## src/hw/rtl/mtet_pkg.sv

```systemverilog
// Types and constants of the timer pool.
// Depends on nothing.
package mtet_pkg;
	localparam int TimerSlotsDefault = 8;
	localparam int RemW = 29;

	typedef enum logic [1:0] {
		CMD_REQUEST = 2'd0,
		CMD_CANCEL  = 2'd1,
		CMD_TICK    = 2'd2,
		CMD_NONE    = 2'd3
	} cmd_t;

	localparam logic [1:0] RK_STATUS = 2'd0;
	localparam logic [1:0] RK_EXPIRY = 2'd1;
	localparam logic [1:0] RK_TICK   = 2'd2;

	localparam logic [1:0] ST_OK      = 2'd0;
	localparam logic [1:0] ST_FULL    = 2'd1;
	localparam logic [1:0] ST_NOMATCH = 2'd2;

	typedef struct packed {
		logic [1:0]        command;
		logic [7:0]        message_id;
		logic [7:0]        event_kind;
		logic signed [7:0] receiver_id;
		logic [31:0]       delay_ms;
		logic [31:0]       elapsed_ticks;
	} in_item_t;

	typedef struct packed {
		logic [1:0]        result_kind;
		logic [1:0]        status;
		logic signed [7:0] out_receiver;
		logic [7:0]        out_kind;
		logic [7:0]        out_message;
		logic [32:0]       shortest_ms;
		logic [31:0]       runtime_ticks;
		logic              last;
	} out_item_t;

	// controller -> datapath
	typedef struct packed {
		logic load;     // capture input item, clear walk and minimum
		logic insert;   // request: put new timer at head
		logic walk;     // read-only pass: track minimum of surviving slots
		logic rewind;   // clear scan index, write pointer and match flag
		logic scan;     // process slot at scan index
		logic finish;   // commit compacted list
		logic emit_rec; // load output from current slot
		logic emit_end; // load final output
	} dp_cmd_t;

	// datapath -> controller
	typedef struct packed {
		logic scan_done;
		logic expire;   // slot at scan index expires / matches
		cmd_t cmd;
	} dp_sts_t;

	// ms to ticks: above 20 gives ms/10+1, else 2
	function automatic logic [RemW-1:0] ms_to_ticks(input logic [31:0] ms);
		logic [63:0] prod;
		begin
			// floor(ms / 10) by reciprocal multiplication, exact over 32 bits
			prod = 64'(ms) * 64'(32'hCCCC_CCCD);
			ms_to_ticks = (ms > 32'd20) ? prod[63:35] + RemW'(1) : RemW'(2);
		end
	endfunction
endpackage

```

## src/hw/rtl/multi_timer_event_table.sv

```systemverilog
// Timer pool: request, cancel and tick handling, result per step.
// Request and unknown code: decode, a walk over the live slots for the minimum,
// then the final result; cancel and tick: a second walk compacts the list, a
// tick also emitting one expiry per expired slot, before the final result.
// Next input is taken only after the final result has been taken.
// Reset (arst_n low) empties the pool and clears the runtime counter.
module multi_timer_event_table #(
	parameter int TIMER_SLOTS = mtet_pkg::TimerSlotsDefault
) (
	input  logic                clk,
	input  logic                arst_n,
	input  logic                in_valid,
	output logic                in_ready,
	input  mtet_pkg::in_item_t  in_data,
	output logic                out_valid,
	input  logic                out_ready,
	output mtet_pkg::out_item_t out_data
);
	import mtet_pkg::*;

	dp_cmd_t cmd;
	dp_sts_t sts;

	// sequence the walk; hold the output until taken
	mtet_ctrl u_ctrl (
		.clk, .arst_n, .in_valid, .in_ready, .out_valid, .out_ready,
		.cmd, .sts
	);

	// slots, compaction and the output register
	mtet_dp #(.TIMER_SLOTS(TIMER_SLOTS)) u_dp (
		.clk, .arst_n, .in_item(in_data), .out_item(out_data), .cmd, .sts
	);
endmodule

```

## src/hw/rtl/mtet_ctrl.sv

```systemverilog
// Sequencer of the timer pool: handshakes and walk over the slots.
// Depends on mtet_pkg.
module mtet_ctrl (
	input  logic             clk,
	input  logic             arst_n,
	input  logic             in_valid,
	output logic             in_ready,
	output logic             out_valid,
	input  logic             out_ready,
	output mtet_pkg::dp_cmd_t cmd,
	input  mtet_pkg::dp_sts_t sts
);
	import mtet_pkg::*;

	typedef enum logic [5:0] {
		S_IDLE = 6'b000001,
		S_DEC  = 6'b000010,
		S_PRE  = 6'b000100,
		S_SCAN = 6'b001000,
		S_OUT  = 6'b010000,
		S_END  = 6'b100000
	} state_t;

	state_t state_q, state_d;
	logic   ovalid_q, ovalid_d;

	assign in_ready  = (state_q == S_IDLE) && !ovalid_q;
	assign out_valid = ovalid_q;

	always_comb begin
		state_d  = state_q;
		ovalid_d = ovalid_q && !out_ready;
		cmd      = '0;
		case (state_q)
			S_IDLE: begin
				if (in_valid && in_ready) begin
					cmd.load = 1'b1;
					state_d  = S_DEC;
				end
			end
			S_DEC: begin
				if (sts.cmd == CMD_REQUEST) cmd.insert = 1'b1;
				state_d = S_PRE;
			end
			S_PRE: begin
				if (sts.scan_done) begin
					if (sts.cmd == CMD_CANCEL || sts.cmd == CMD_TICK) begin
						cmd.rewind = 1'b1;
						state_d    = S_SCAN;
					end else begin
						state_d = S_END;
					end
				end else begin
					cmd.walk = 1'b1;
				end
			end
			S_SCAN: begin
				if (!ovalid_d) begin
					if (sts.scan_done) begin
						cmd.finish = 1'b1;
						state_d    = S_END;
					end else begin
						cmd.scan = 1'b1;
						if (sts.expire && sts.cmd == CMD_TICK) begin
							cmd.emit_rec = 1'b1;
							ovalid_d     = 1'b1;
						end
					end
				end
			end
			S_END: begin
				if (!ovalid_d) begin
					cmd.emit_end = 1'b1;
					ovalid_d     = 1'b1;
					state_d      = S_OUT;
				end
			end
			S_OUT: begin
				if (!ovalid_d) state_d = S_IDLE;
			end
			default: state_d = S_IDLE;
		endcase
	end

	always_ff @(posedge clk or negedge arst_n) begin
		if (!arst_n) begin
			state_q  <= S_IDLE;
			ovalid_q <= 1'b0;
		end else begin
			state_q  <= state_d;
			ovalid_q <= ovalid_d;
		end
	end
endmodule

```

## src/hw/rtl/mtet_dp.sv

```systemverilog
// Slot store, scan compaction, minimum search and output register.
// Depends on mtet_pkg.
module mtet_dp #(
	parameter int TIMER_SLOTS = mtet_pkg::TimerSlotsDefault
) (
	input  logic                clk,
	input  logic                arst_n,
	input  mtet_pkg::in_item_t  in_item,
	output mtet_pkg::out_item_t out_item,
	input  mtet_pkg::dp_cmd_t   cmd,
	output mtet_pkg::dp_sts_t   sts
);
	import mtet_pkg::*;

	localparam int IW = (TIMER_SLOTS > 1) ? $clog2(TIMER_SLOTS) : 1;
	localparam int CW = $clog2(TIMER_SLOTS + 1);

	in_item_t        item_q;
	logic [7:0]      msg_q [TIMER_SLOTS];
	logic [7:0]      kind_q[TIMER_SLOTS];
	logic [7:0]      recv_q[TIMER_SLOTS];
	logic [RemW-1:0] rem_q [TIMER_SLOTS];
	logic [CW-1:0]   used_q, rd_q, wr_q;
	logic            found_q;
	logic            full_q;
	logic [31:0]     rt_q;
	logic [RemW-1:0] min_q;
	logic            minv_q;
	out_item_t       out_q;

	logic [IW-1:0]   ri, wi;
	logic            is_tick, is_cancel;
	logic            hit;
	logic [RemW-1:0] cur_rem;
	logic [RemW-1:0] new_rem;
	logic            keep;
	logic [RemW-1:0] ins_rem;
	logic [32:0]     sh;
	out_item_t       rec_d, end_d;

	assign ri        = rd_q[IW-1:0];
	assign wi        = wr_q[IW-1:0];
	assign cur_rem   = rem_q[ri];
	assign is_tick   = (cmd_t'(item_q.command) == CMD_TICK);
	assign is_cancel = (cmd_t'(item_q.command) == CMD_CANCEL);
	// remaining is 29 bits, so compare in 32; requests and unused codes keep all
	assign hit = is_tick
		? ({3'b0, cur_rem} <= item_q.elapsed_ticks)
		: (is_cancel && !found_q && recv_q[ri] == item_q.receiver_id
			&& msg_q[ri] == item_q.message_id);
	assign new_rem = is_tick ? cur_rem - item_q.elapsed_ticks[RemW-1:0] : cur_rem;
	assign keep    = !hit;
	assign ins_rem = ms_to_ticks(item_q.delay_ms);
	// times 10 as 8x + 2x
	assign sh = minv_q ? ({1'b0, min_q, 3'b000} + {3'b000, min_q, 1'b0}) : 33'd0;

	assign sts.scan_done = (rd_q == used_q);
	assign sts.expire    = hit;
	assign sts.cmd       = cmd_t'(item_q.command);
	assign out_item      = out_q;

	always_comb begin
		rec_d               = '0;
		rec_d.result_kind   = RK_EXPIRY;
		rec_d.out_receiver  = recv_q[ri];
		rec_d.out_kind      = kind_q[ri];
		rec_d.out_message   = msg_q[ri];
		rec_d.shortest_ms   = sh;
		rec_d.runtime_ticks = rt_q;
		end_d               = '0;
		end_d.last          = 1'b1;
		end_d.shortest_ms   = sh;
		end_d.runtime_ticks = rt_q;
		case (cmd_t'(item_q.command))
			CMD_REQUEST: end_d.status = full_q ? ST_FULL : ST_OK;
			CMD_CANCEL:  end_d.status = found_q ? ST_OK : ST_NOMATCH;
			CMD_TICK:    end_d.result_kind = RK_TICK;
			default:     end_d.status = ST_OK;
		endcase
	end

	always_ff @(posedge clk) begin
		if (cmd.load) item_q <= in_item;
		if (cmd.insert && used_q != CW'(TIMER_SLOTS)) begin
			for (int i = TIMER_SLOTS - 1; i > 0; i--) begin
				msg_q[i]  <= msg_q[i-1];
				kind_q[i] <= kind_q[i-1];
				recv_q[i] <= recv_q[i-1];
				rem_q[i]  <= rem_q[i-1];
			end
			msg_q[0]  <= item_q.message_id;
			kind_q[0] <= item_q.event_kind;
			recv_q[0] <= item_q.receiver_id;
			rem_q[0]  <= ins_rem;
		end
		if (cmd.scan && keep) begin
			msg_q[wi]  <= msg_q[ri];
			kind_q[wi] <= kind_q[ri];
			recv_q[wi] <= recv_q[ri];
			rem_q[wi]  <= new_rem;
		end
		if (cmd.emit_rec) out_q <= rec_d;
		else if (cmd.emit_end) out_q <= end_d;
	end

	always_ff @(posedge clk or negedge arst_n) begin
		if (!arst_n) begin
			used_q  <= '0;
			rd_q    <= '0;
			wr_q    <= '0;
			found_q <= 1'b0;
			rt_q    <= '0;
			min_q   <= '0;
			minv_q  <= 1'b0;
			full_q  <= 1'b0;
		end else begin
			if (cmd.load) begin
				rd_q    <= '0;
				wr_q    <= '0;
				found_q <= 1'b0;
				minv_q  <= 1'b0;
				if (cmd_t'(in_item.command) == CMD_TICK)
					rt_q <= rt_q + in_item.elapsed_ticks;
			end
			if (cmd.rewind) begin
				rd_q    <= '0;
				wr_q    <= '0;
				found_q <= 1'b0;
			end
			if (cmd.insert) begin
				full_q <= (used_q == CW'(TIMER_SLOTS));
				if (used_q != CW'(TIMER_SLOTS)) used_q <= used_q + CW'(1);
			end
			if (cmd.walk) begin
				rd_q <= rd_q + CW'(1);
				if (keep) begin
					if (!minv_q || new_rem < min_q) min_q <= new_rem;
					minv_q <= 1'b1;
				end else found_q <= 1'b1;
			end
			if (cmd.scan) begin
				rd_q <= rd_q + CW'(1);
				if (keep) wr_q <= wr_q + CW'(1);
				else found_q <= 1'b1;
			end
			if (cmd.finish) used_q <= wr_q;
		end
	end
endmodule

```

## config.mk

```make
export PLATFORM = sky130hd
export DESIGN_NAME = multi_timer_event_table
export DESIGN_NICKNAME = d
export VERILOG_FILES = /design/src/hw/rtl/mtet_pkg.sv /design/src/hw/rtl/multi_timer_event_table.sv /design/src/hw/rtl/mtet_ctrl.sv /design/src/hw/rtl/mtet_dp.sv
export SDC_FILE = /design/constraint.sdc
export NUM_CORES = 2
export LEC_CHECK = 0
export BUFFER_PORTS_ARGS = -buffer_cell sky130_fd_sc_hd__buf_2
export CORE_MARGIN = 1
export CORE_UTILIZATION = 45
export DETAILED_ROUTE_END_ITERATION = 10
export PLACE_DENSITY = 0.64
export SKIP_LAST_GASP = 1
export SLEW_MARGIN = 20
export SYNTH_ARGS = -nofsm -noshare
export SYNTH_HDL_FRONTEND = slang
export SYNTH_SLANG_ARGS = --single-unit
```

## constraint.sdc

```tcl
create_clock -name clk -period 14.1 [get_ports clk]
set_input_delay 0 -clock clk [delete_from_list [all_inputs] [get_ports clk]]
set_output_delay 0 -clock clk [all_outputs]
set_load 0.01 [all_outputs]
```

* After elaboration in Yosys (flattened, before gate mapping)
Memories as Yosys holds them, arrays and structs flattened. Index checks and enable logic that the tools add are counted.
Storage, ports and cells: output and inout port bits 96, word-level logic and storage cells 160, register bits 267, RAM bits 424, memories 4
Memory list:
- u_dp.rem_q | depth 8, width 29, read ports 8, clocked after Yosys merged registers in 0, write ports 8, RTL line mtet_dp.sv:22 | logic [RemW-1:0] rem_q [TIMER_SLOTS];
- u_dp.kind_q | depth 8, width 8, read ports 8, clocked after Yosys merged registers in 0, write ports 8, RTL line mtet_dp.sv:20 | logic [7:0] kind_q[TIMER_SLOTS];
- u_dp.msg_q | depth 8, width 8, read ports 8, clocked after Yosys merged registers in 0, write ports 8, RTL line mtet_dp.sv:19 | logic [7:0] msg_q [TIMER_SLOTS];
- u_dp.recv_q | depth 8, width 8, read ports 8, clocked after Yosys merged registers in 0, write ports 8, RTL line mtet_dp.sv:21 | logic [7:0] recv_q[TIMER_SLOTS];
Operators by class: multiply operators 1, order comparisons 3, multiplexer cells 71, bitwise gates (word level) 1, reductions and logical operators 29, equality and inequality tests 20, add/sub/neg operators 7
Operators by type and width (number):
- $mux 90 | 2
- $mux 29 | 3
- $mul 32x32->64 const B | 1
- $mux 4 | 11
- $mux 6 | 7
- $pmux 6 s6 | 1
- $add 32x30->33 | 1
- $mux 33 | 1
- $add 32x32->32 | 1
- $gt 32x5->1 const B | 1
- $le 29x32->1 | 1
- $mux 1 | 32
- $add 29x1->29 const B | 1
- $lt 29x29->1 | 1
- $reduce_or 29->1 | 1
- $sub 29x29->29 | 1
- $mux 8 | 3
- $reduce_or 8->1 | 3
- $mux 3 | 6
- $eq 8x8->1 | 2
- $add 4x1->4 const B | 3
- $ne 2x2->1 const B | 6
- $logic_and 1x1->1 | 9
- $eq 6x1->1 const B | 1
- other kinds (22) | 33

* Depth between registers and ports, before layout
word-level depth 15, gate-level depth with buffers 38, depth with buffers taken out 33

* Cells and area by module
Synthesis repeated with hierarchy kept, for this count alone.
Second synthesis, totals: cell total of the unflattened synthesis 4565, area total of the unflattened synthesis 54760.0 um2
By module, submodules not included:
- mtet_dp | cells each 4502, seq. area each 20079.3 um2, area an instance 54183.2 um2, times used 1
- mtet_ctrl | cells each 63, seq. area each 176.4 um2, area an instance 576.8 um2, times used 1

* Worst setup path after synthesis
OpenSTA, ideal clock, no wires.
kind reg-to-reg, from register u_dp.item_q[41] in the netlist's numbering, to memory u_dp.rem_q[0][26] (data pin), arrival 7.944 ns, buffers on the path 1, clock period less this slack 8.199 ns, slack 5.901 ns, cell stages (with the launch flop) 31, cells stage by stage edfxtp_1 > ha_1 > clkbuf_1 > xor2_1 > ha_1 > fa_1 > inv_1 > fa_1 > fa_1 > inv_1 > fa_1 > fa_1 > inv_1 > fa_1 > inv_1 > ha_1 > nand4_2 > nor3_2 > nand4_1 > nor4_2 > o21ai_2 > nand2_1 > xor2_1 > ha_1 > nor3b_1 > nand4_1 > nor4_4 > a31o_1 > nand3_1 > xnor2_1 > a31o_1
RTL lines:
- from (decl) | RTL line mtet_dp.sv:18 | in_item_t item_q;
- from (signal assigned) | RTL line mtet_dp.sv:83 | if (cmd.load) item_q <= in_item;
- to (decl) | RTL line mtet_dp.sv:22

==> flow_summary.json <==
{
  "insertion_delay_ns": 0.72,
  "synth_nets": 5907,
  "track_usage": 0.262,
  "totalWireLength_mm": 157,
  "tns_ns": 0,
  "final_max_slew_viol_count": 0,
  "core_um2": 118000,
  "crit_path_end_kind": "register",
  "dp_slack_ns": 4.65,
  "start_util": 0.455,
  "grt_pass1_vias": 38169,
  "ant_nets": 0,
  "drive_gt1_frac": 0.117,
  "arrival_ns": 10.05,
  "finalHoldViolCount": 0,
  "mappedNetlistArea_um2": 53900,
  "required_ns": 14.52,
  "cpPeakStageDelay_ns": 0.62,
  "drv_cap": 0,
  "cpMaxStageDelayCell": "edfxtp_1",
  "drt_iter0_drc": 3443,
  "ys_seq_area_frac": 0.376,
  "grt_max_degree": 84,
  "yosysTopAreaCell": "edfxtp_1",
  "final.setup.worst_slack_ns": 4.48,
  "clk_pin_slew_ns": 0.06,
  "syn_to_final_growth_pct": 12.6,
  "hpwlAfterDp_mm": 116,
  "cts_buffer_depth": 3,
  "placementRows": 126,
  "dieArea_um2": 121000,
  "slew_headroom": 0.232,
  "cts_tree": "built",
  "startpoint_type": "register",
  "cts_sinks": 690,
  "synth_ff_type": "edfxtp_1",
  "top_usage_layer": "met2",
  "status": "complete, no violations",
  "wl_per_cell_um": 22.7,
  "grtUsageMet3": 0.0494,
  "grt_overflow": 0,
  "synthTopCellsByCount": "806 x inv_1, 602 x edfxtp_1, 534 x nand2_1",
  "async_flop_share": 0.120,
  "cts_buffers": 83,
  "die_h_um": 348,
  "antenna_found_initial": 2,
  "first_pass_iters": 6,
  "h-tree-depth": 3,
  "dp_cells": 6611,
  "crit_fanout": 8,
  "clock-skew-final_ns": 0.0600,
  "post_cts_buffers": 0,
  "yosysWarnings": 0,
  "rsz0062_at_grt": "false",
  "ctsResizeCount": 0,
  "yosys.area.top_type_share": 0.335,
  "synth_cells": 4933,
  "synth_top_cells_by_area": "edfxtp_1 34%, fa_1 15%, ha_1 11%",
  "grt_use_met1": 0.366,
  "via_count": 37791,
  "clock.fmax_ghz": 0.104,
  "ys_seq_elements": 690,
  "setup_viol": 0,
  "io_buffers": 188,
  "fin_crit_ns": 9.62,
  "drcViolationCount": 0,
  "root_buffer": "clkbuf_16",
  "critical_path.top_delay_family": "adder cells",
  "yosysMostFrequentCell": "inv_1",
  "grt_pass1_wl_mm": 238,
  "nets": 6197,
  "syn_avg_cell_area_um2": 10.9,
  "cts_hold_buf": 127,
  "viasPerCell": 5.48,
  "yosysUniqueCellTypes": 99,
  "grt_util_met2": 0.418,
  "worstSetupPathType": "reg -> reg",
  "synth_edf_count": 602,
  "crit_buf_inv": 5,
  "gp_congestion": 0.991,
  "hp-class": "in -> reg",
  "crit_top_cell": "fa_1",
  "pin_count": 190,
  "worst_slew_pin_slew_ns": 1.15,
  "layout_worst_path_cycle_share": 0.683,
  "die_x_um": 348,
  "stdcell_count": 6893
}
## layout make-up
cell class	instances	area, µm²
fillers	10594	57700
multi-input cells	3262	29800
flip-flops and latches	690	20300
inverters	807	3030
repair buffers	379	2720
clock buffers	97	2140
well taps	1600	2000
clock inverters	56	701
diodes	2	5.00
## path summary, 6_finish.rpt
check	startpoint	end	slack, ns	cells after the start
max in group asynchronous	arst_n	u_dp.rd_q[2]$_DFFE_PN0P_	12.81	4
max reg2reg	u_dp.item_q[40]$_DFFE_PP_	u_dp.rem_q[0][28]$_DFFE_PP_	4.48	31
min	in_data[68]	u_dp.item_q[68]$_DFFE_PP_	0.04	2
min reg2reg	u_dp.out_item[92]$_SDFFE_PP1P_	u_dp.out_item[92]$_SDFFE_PP1P_	0.45	2
max	u_dp.item_q[40]$_DFFE_PP_	u_dp.rem_q[0][28]$_DFFE_PP_	4.48	31
min in group asynchronous	arst_n	u_dp.min_q[13]$_DFFE_PN0P_	0.47	4
## flip-flops by register name, indices dropped and copies added, names as in the netlist
register and count:
u_dp.rem_q 232, u_dp.out_item 93, u_dp.item_q 88, u_dp.kind_q 64, u_dp.msg_q 64, u_dp.recv_q 64
u_dp.rt_q 32, u_dp.min_q 29, u_ctrl.state_q 6, u_dp.rd_q 4, u_dp.used_q 4, u_dp.wr_q 4
u_dp.sts 2, u_ctrl.out_valid 1, u_dp.found_q 1, u_dp.full_q 1, u_dp.minv_q 1
## cells in the final DEF, fill, tap and decap left out, types with 14 or more instances in the layout
cell and n:
nand2_1 525, nand3_1 63, nand4_1 40, a21oi_1 139
a211oi_1 16, buf_2 187, a31oi_1 16, o21ai_0 478
mux2_2 59, o21a_1 16, and3_1 25, clkinv_2 17
xnor2_1 94, mux4_2 106, dfrtp_1 79, buf_4 64
mux2i_1 56, nor2_1 152, o21bai_1 17, o211ai_1 14
nor3_1 36, inv_1 806, clkbuf_16 83, edfxtp_1 602
o21ai_1 35, nand2b_1 23, xor2_1 82, clkinv_1 16
a21o_1 84, and2_1 56, dlygate4sd3_1 126, nor2b_1 33
ha_1 487, fa_1 392
## metrics by stage
stage / util / hold slack (ns) / cell area (µm²)
after floorplan: - / -0.296 / 53900
after global placement: 0.478 / 0.0361 / 56500
after detailed placement: 0.478 / 0.0381 / 56500
after CTS: 0.512 / 0.000340 / 60700
after global routing: 0.512 / 0.0225 / 60700
final: 0.512 / 0.0379 / 60700
## logic make-up after synthesis
logic type | after synthesis | synth area share
simple gates | 1044 | 0.0907
buf+inv | 981 | 0.0724
compound gates | 923 | 0.101
fa+ha+maj | 880 | 0.259
flops | 690 | 0.376
mux | 236 | 0.0718
xor+xnor | 178 | 0.0292
other cells | 1 | 0.0000696
## per-layer routing
metal  part of all wire  routed length [µm]
met2               0.46               72600
met1               0.44               68800
met4              0.025                3870
met3              0.073               11400
met5                  0                   0
Power is not shown: default switching activity piles up to over one toggle a cycle in this logic, so the estimate is an artifact.
